**src/sam_pkg.sv**
```systemverilog
// Shared types, constants and helpers for the suffix automaton builder.
package sam_pkg;

  localparam int NODE_CAP    = 2048;
  localparam int ALPHABET    = 26;
  localparam int NODE_W      = $clog2(NODE_CAP);
  localparam int CNT_W       = $clog2(NODE_CAP + 1);
  localparam int TRANS_DEPTH = NODE_CAP * ALPHABET;
  localparam int TA_W        = $clog2(TRANS_DEPTH);
  localparam int J_W         = $clog2(ALPHABET);
  localparam int CL_W        = $clog2(2 * ALPHABET);
  localparam int OP_W        = 3;
  localparam int CH_W        = 7;
  localparam int ST_W        = 2;
  localparam logic [CH_W-1:0] LETTER_BASE = 7'd97;

  typedef enum logic [OP_W-1:0] {
    OP_CLEAR  = 3'd0,
    OP_APPEND = 3'd1,
    OP_SORT   = 3'd2,
    OP_RANK   = 3'd3,
    OP_TRANS  = 3'd4
  } op_t;

  typedef enum logic [ST_W-1:0] {
    ST_OK   = 2'd0,
    ST_FULL = 2'd1,
    ST_BAD  = 2'd2
  } status_t;

  // One entry of the node attribute memory.
  typedef struct packed {
    logic              end_mark;
    logic [NODE_W-1:0] link;
    logic [NODE_W-1:0] len;
  } node_t;

  // One result transaction.
  typedef struct packed {
    logic [ST_W-1:0]   status;
    logic [NODE_W-1:0] node_id;
    logic [NODE_W-1:0] node_length;
    logic [NODE_W-1:0] suffix_link;
    logic              end_flag;
    logic [CNT_W-1:0]  node_count;
  } res_t;

  // Address of one transition entry: row of the node, column of the letter.
  function automatic logic [TA_W-1:0] taddr(input logic [NODE_W-1:0] node,
                                            input logic [J_W-1:0] col);
    taddr = TA_W'(node) * TA_W'(ALPHABET) + TA_W'(col);
  endfunction

  // Result that carries only a status and the slot count.
  function automatic res_t res_plain(input status_t st, input logic [CNT_W-1:0] cnt);
    res_t r;
    r            = '0;
    r.status     = st;
    r.node_count = cnt;
    res_plain    = r;
  endfunction

endpackage

```
**src/sam_outreg.sv**
```systemverilog
// Output register that holds one result transaction until it is taken.
module sam_outreg (
  input  logic          clk,
  input  logic          rst_n,
  input  logic          res_valid,
  input  sam_pkg::res_t res,
  output logic          slot_free,
  output logic          out_valid,
  output sam_pkg::res_t out_data,
  input  logic          out_ready
);

  logic          valid_r, valid_nxt;
  sam_pkg::res_t data_r;

  assign slot_free = !valid_r || out_ready;
  assign out_valid = valid_r;
  assign out_data  = data_r;

  // Load a new result when the slot is empty or drains, otherwise drop valid once taken.
  always_comb begin
    valid_nxt = valid_r;
    if (res_valid && slot_free) begin
      valid_nxt = 1'b1;
    end else if (out_ready) begin
      valid_nxt = 1'b0;
    end
  end

  always_ff @(posedge clk) begin
    if (!rst_n) begin
      valid_r <= 1'b0;
    end else begin
      valid_r <= valid_nxt;
    end
  end

  always_ff @(posedge clk) begin
    if (res_valid && slot_free) begin
      data_r <= res;
    end
  end

endmodule

```
**config.mk**
```make
export PLATFORM = sky130hd
export DESIGN_NAME = sam_outreg
export DESIGN_NICKNAME = d
export VERILOG_FILES = /design/src/sam_pkg.sv /design/src/sam_outreg.sv
export SDC_FILE = /design/constraint.sdc
export NUM_CORES = 1
export LEC_CHECK = 0
export BUFFER_PORTS_ARGS = -buffer_cell sky130_fd_sc_hd__buf_4
export CAP_MARGIN = 20
export CORE_MARGIN = 2
export CORE_UTILIZATION = 43
export DETAILED_ROUTE_END_ITERATION = 10
export PLACE_DENSITY = 0.9
export SLEW_MARGIN = 30
export SYNTH_ARGS = -nofsm -noshare
export SYNTH_HDL_FRONTEND = slang
export SYNTH_SLANG_ARGS = --single-unit
```
**constraint.sdc**
```tcl
create_clock -name clk -period 1.8 [get_ports clk]
set_input_delay 0.09 -clock clk [delete_from_list [all_inputs] [get_ports clk]]
set_output_delay 0.09 -clock clk [all_outputs]
set_load 0.02 [all_outputs]
```
* Yosys cells after proc, flatten, opt, wreduce, memory -nomap -nowiden *
Cells that the tools add are included.

storage, ports and cells
  logic and storage cells = 13
  output and inout port bits = 50
  flip-flop bits (word level) = 49
  input bits = 52

cells by class
  reductions and logical operators = 4
  multiplexer cells = 2

operator list
  operator            count
  1-bit 2-to-1 mux    2
  2-bit nonzero test  1
  1-bit logical AND   1
  1-bit logical NOT   1
  1-bit logical OR    1

* Longest topological paths before layout *
  depth in word-level cells = 4
  mapped depth = 2
  gate-level depth less buffers = 2

* Worst setup path after synthesis *
Ideal clock, no wire load.

  path kind = register to register
  start = register valid_r, in the netlist out_valid
  end = register data_r (netlist bit out_data[0]), enable pin
  path buffers = 0
  path slack = 0.453 ns
  data arrival time = 0.980 ns
  period minus slack after synthesis = 1.347 ns
  library setup time = 0.367 ns
  cell stages (with the launch flop) = 3
  data required time = 1.433 ns
  cells stage by stage = dfxtp_1 > nand2b_4 > and2_4

between the ends
  longest elaborated chain between the ends = 3

ends and longest elaborated chain
  item                      line              source
  start: declaration        sam_outreg.sv:13  logic valid_r, valid_nxt;
  start signal: assignment  sam_outreg.sv:34  valid_r <= valid_nxt;
  1-bit logical NOT         sam_outreg.sv:16  assign slot_free = !valid_r || out_ready;
  1-bit logical OR          sam_outreg.sv:16
  via slot_free             sam_outreg.sv:7   output logic slot_free,
  1-bit logical AND         sam_outreg.sv:39  if (res_valid && slot_free) begin
  end signal: assignment    sam_outreg.sv:40  data_r <= res;
  end: declaration          sam_outreg.sv:14  sam_pkg::res_t data_r;

The timed path passes the listed nets, and every way through them passes these cells.
A chain may end at the register's enable or synchronous reset.

* Final worst setup path *
  start = register valid_r, in the netlist out_valid
  end = register data_r (netlist bit out_data[44]), enable pin

between the ends
  longest elaborated chain between the ends = 3

ends and longest elaborated chain
  item               line
  1-bit logical NOT  sam_outreg.sv:16
  1-bit logical OR   sam_outreg.sv:16
  1-bit logical AND  sam_outreg.sv:39

Every way passes these cells.

==> results_dict.tcl <==
set metrics [dict create \
    slew_headroom 0.579 \
    pre_cts_ws_ns 0.470 \
    area_growth_pct 91.2 \
    clockRootBuffer "clkbuf_4" \
    antenna_found_initial 0 \
    fin_crit_ns 1.41 \
    via_count 1175 \
    ctsLongestPathBuffers 2 \
    setup_slack_ns 0.394 \
    p_leak_nw 1.22 \
    status "finished clean" \
    chipHeight_um 63.0 \
    period_share 0.781 \
    grt.total_usage 0.256 \
    critPathKind "reg -> reg" \
    drcViolationCount 0 \
    start_util 0.449 \
    port_buffers 101 \
    finalMaxSlewViolations 0 \
    endpoint_kind "register" \
    hold-path-endpoint "out_data[16]" \
    cts_setup_buffers 0 \
    drv_cap 0 \
    hold_depth 2 \
    syn_inst 53 \
    layout-drive-gt1-share 0.524 \
    synth_warnings 0 \
    grt_pass1_wl_um 7210 \
    ant_nets 0 \
    via_per_inst 4.55 \
    nets 263 \
    grt_pass1_vias 1261 \
    arrival_ns 1.40 \
    ys_ff_latch 49 \
    dieArea_um2 3970 \
    rsz0062_at_grt "no" \
    syn_nets 105 \
    cp_max_fo 48 \
    clock_latency_ns 0.36 \
    gp_congestion 0.687 \
    required_ns 1.79 \
    routed_wl_um 4830 \
    synth_area_um2 1500 \
    dieWidth_um 63.0 \
    first_iter_violations 67 \
    hold_violations 0 \
    diodes 0 \
    routedWlPerCell_um 18.7 \
    hold_class "in -> reg" \
    seq_area_frac_synth 0.975 \
    grt_max_degree 49 \
    fin_setup_tns_ns 0 \
    holdWs_ns 0.386 \
    syn_avg_cell_area_um2 28.3 \
    setup_viol 0 \
    r2r_slack_ns 0.39 \
    drtPass1Iterations 4 \
    ioPinCount 102 \
    core-area_um2 3340 \
    tritoncts "yes" \
    fmax_mhz 711 \
    cts_made_buffers 5 \
    worstHoldStart "res_valid" \
    reg2reg_to "out_data[44]" \
    cp-start-kind "register" \
    clk_pin_slew_ns 0.15 \
    peakVddDrop_v 0.000848 \
    fp-row-count 21 \
    htreeDepth 2 \
    post_cts_resized 0 \
    worst_slew_pin_slew_ns 0.631 \
    rr_worst_depth 2 \
    timing.rr.start "out_valid" \
    power_density_nw_per_um2 781 \
    grt_overflow_total 0 \
    clock_sinks 49 \
    fin_worst_skew_ns 0.0194 \
    synthDistinctLibCells 6 \
    post-route-util 0.859 \
    ctsHoldBuffers 50 \
]
## final cells by class
type / instances / area, µm²
inverters: 1 / 3.75
well taps: 46 / 57.6
multi-input cells: 3 / 33.8
clock inverters: 2 / 10.0
repair buffers: 151 / 1260
clock buffers: 6 / 41.3
flip-flops and latches: 49 / 1460
fillers: 134 / 470
## critical path: stages (launching register included)
cell and delay, ns:
dfxtp_1 0.37, nand2b_4 0.09, and2_4 0.55
## cell usage after synthesis (all sizes together)
library cell / instances / area share
edfxtp: 48 / 0.96
dfxtp: 1 / 0.013
and2: 1 / 0.0058
nand2b: 1 / 0.0092
inv: 1 / 0.0025
a21boi: 1 / 0.0075
## sequential cells by signal, summed over array words and instances, names as in the netlist
signal	flops
out_valid	1
out_data	48
## layout by cell type, fill, tap and decap left out
master / instances
dlygate4sd3_1: 50
and2_4: 1
a21boi_2: 1
edfxtp_1: 48
clkbuf_1: 1
nand2b_4: 1
dfxtp_1: 1
inv_1: 1
clkinv_2: 2
buf_4: 101
clkbuf_4: 5
## per-layer routing
metal,track usage,vias to the layer above,part of all wire
met3,0.119,9,0.12
met1,0.310,562,0.38
met2,0.411,82,0.48
met5,0,-,0
li1,-,522,-
met4,0.0722,0,0.018
## cells by family (layout without fill, tap and decap cells)
logic type	Yosys count	in the layout	share of synthesized area
buf+inv	1	160	0.00250
flops	49	49	0.975
simple gates	2	2	0.0150
compound gates	1	1	0.00751
## report_power, final
part	switching, mW	internal, mW
registers	0.0249	1.33
clock network	0.331	0.150
logic	0.181	0.221
## through the flow
| step | std cells | total power [mW] | area [µm²] |
|---|---|---|---|
| after floorplan | 53 | 1.49 | 1500 |
| after global placement | 200 | 1.67 | 2310 |
| after detailed placement | 200 | 1.68 | 2310 |
| after CTS | 258 | 2.23 | 2870 |
| after global routing | 258 | 2.31 | 2870 |
| final | 258 | 2.24 | 2870 |
## how the worst max path moves through the flow
| stage | startpoint | end | cells past startpoint |
|---|---|---|---|
| 4_1_cts | out_valid | out_data[14] | 2 |
| 2_1_floorplan | out_valid | out_data[0] | 2 |
| 3_3_place_gp | out_valid | out_data[2] | 2 |
| 6_report | out_valid | out_data[44] | 2 |
| 5_1_grt | out_valid | out_data[44] | 2 |
| 3_5_place_dp | out_valid | out_data[41] | 2 |
Note: power is estimated with default switching activity, not from simulation.
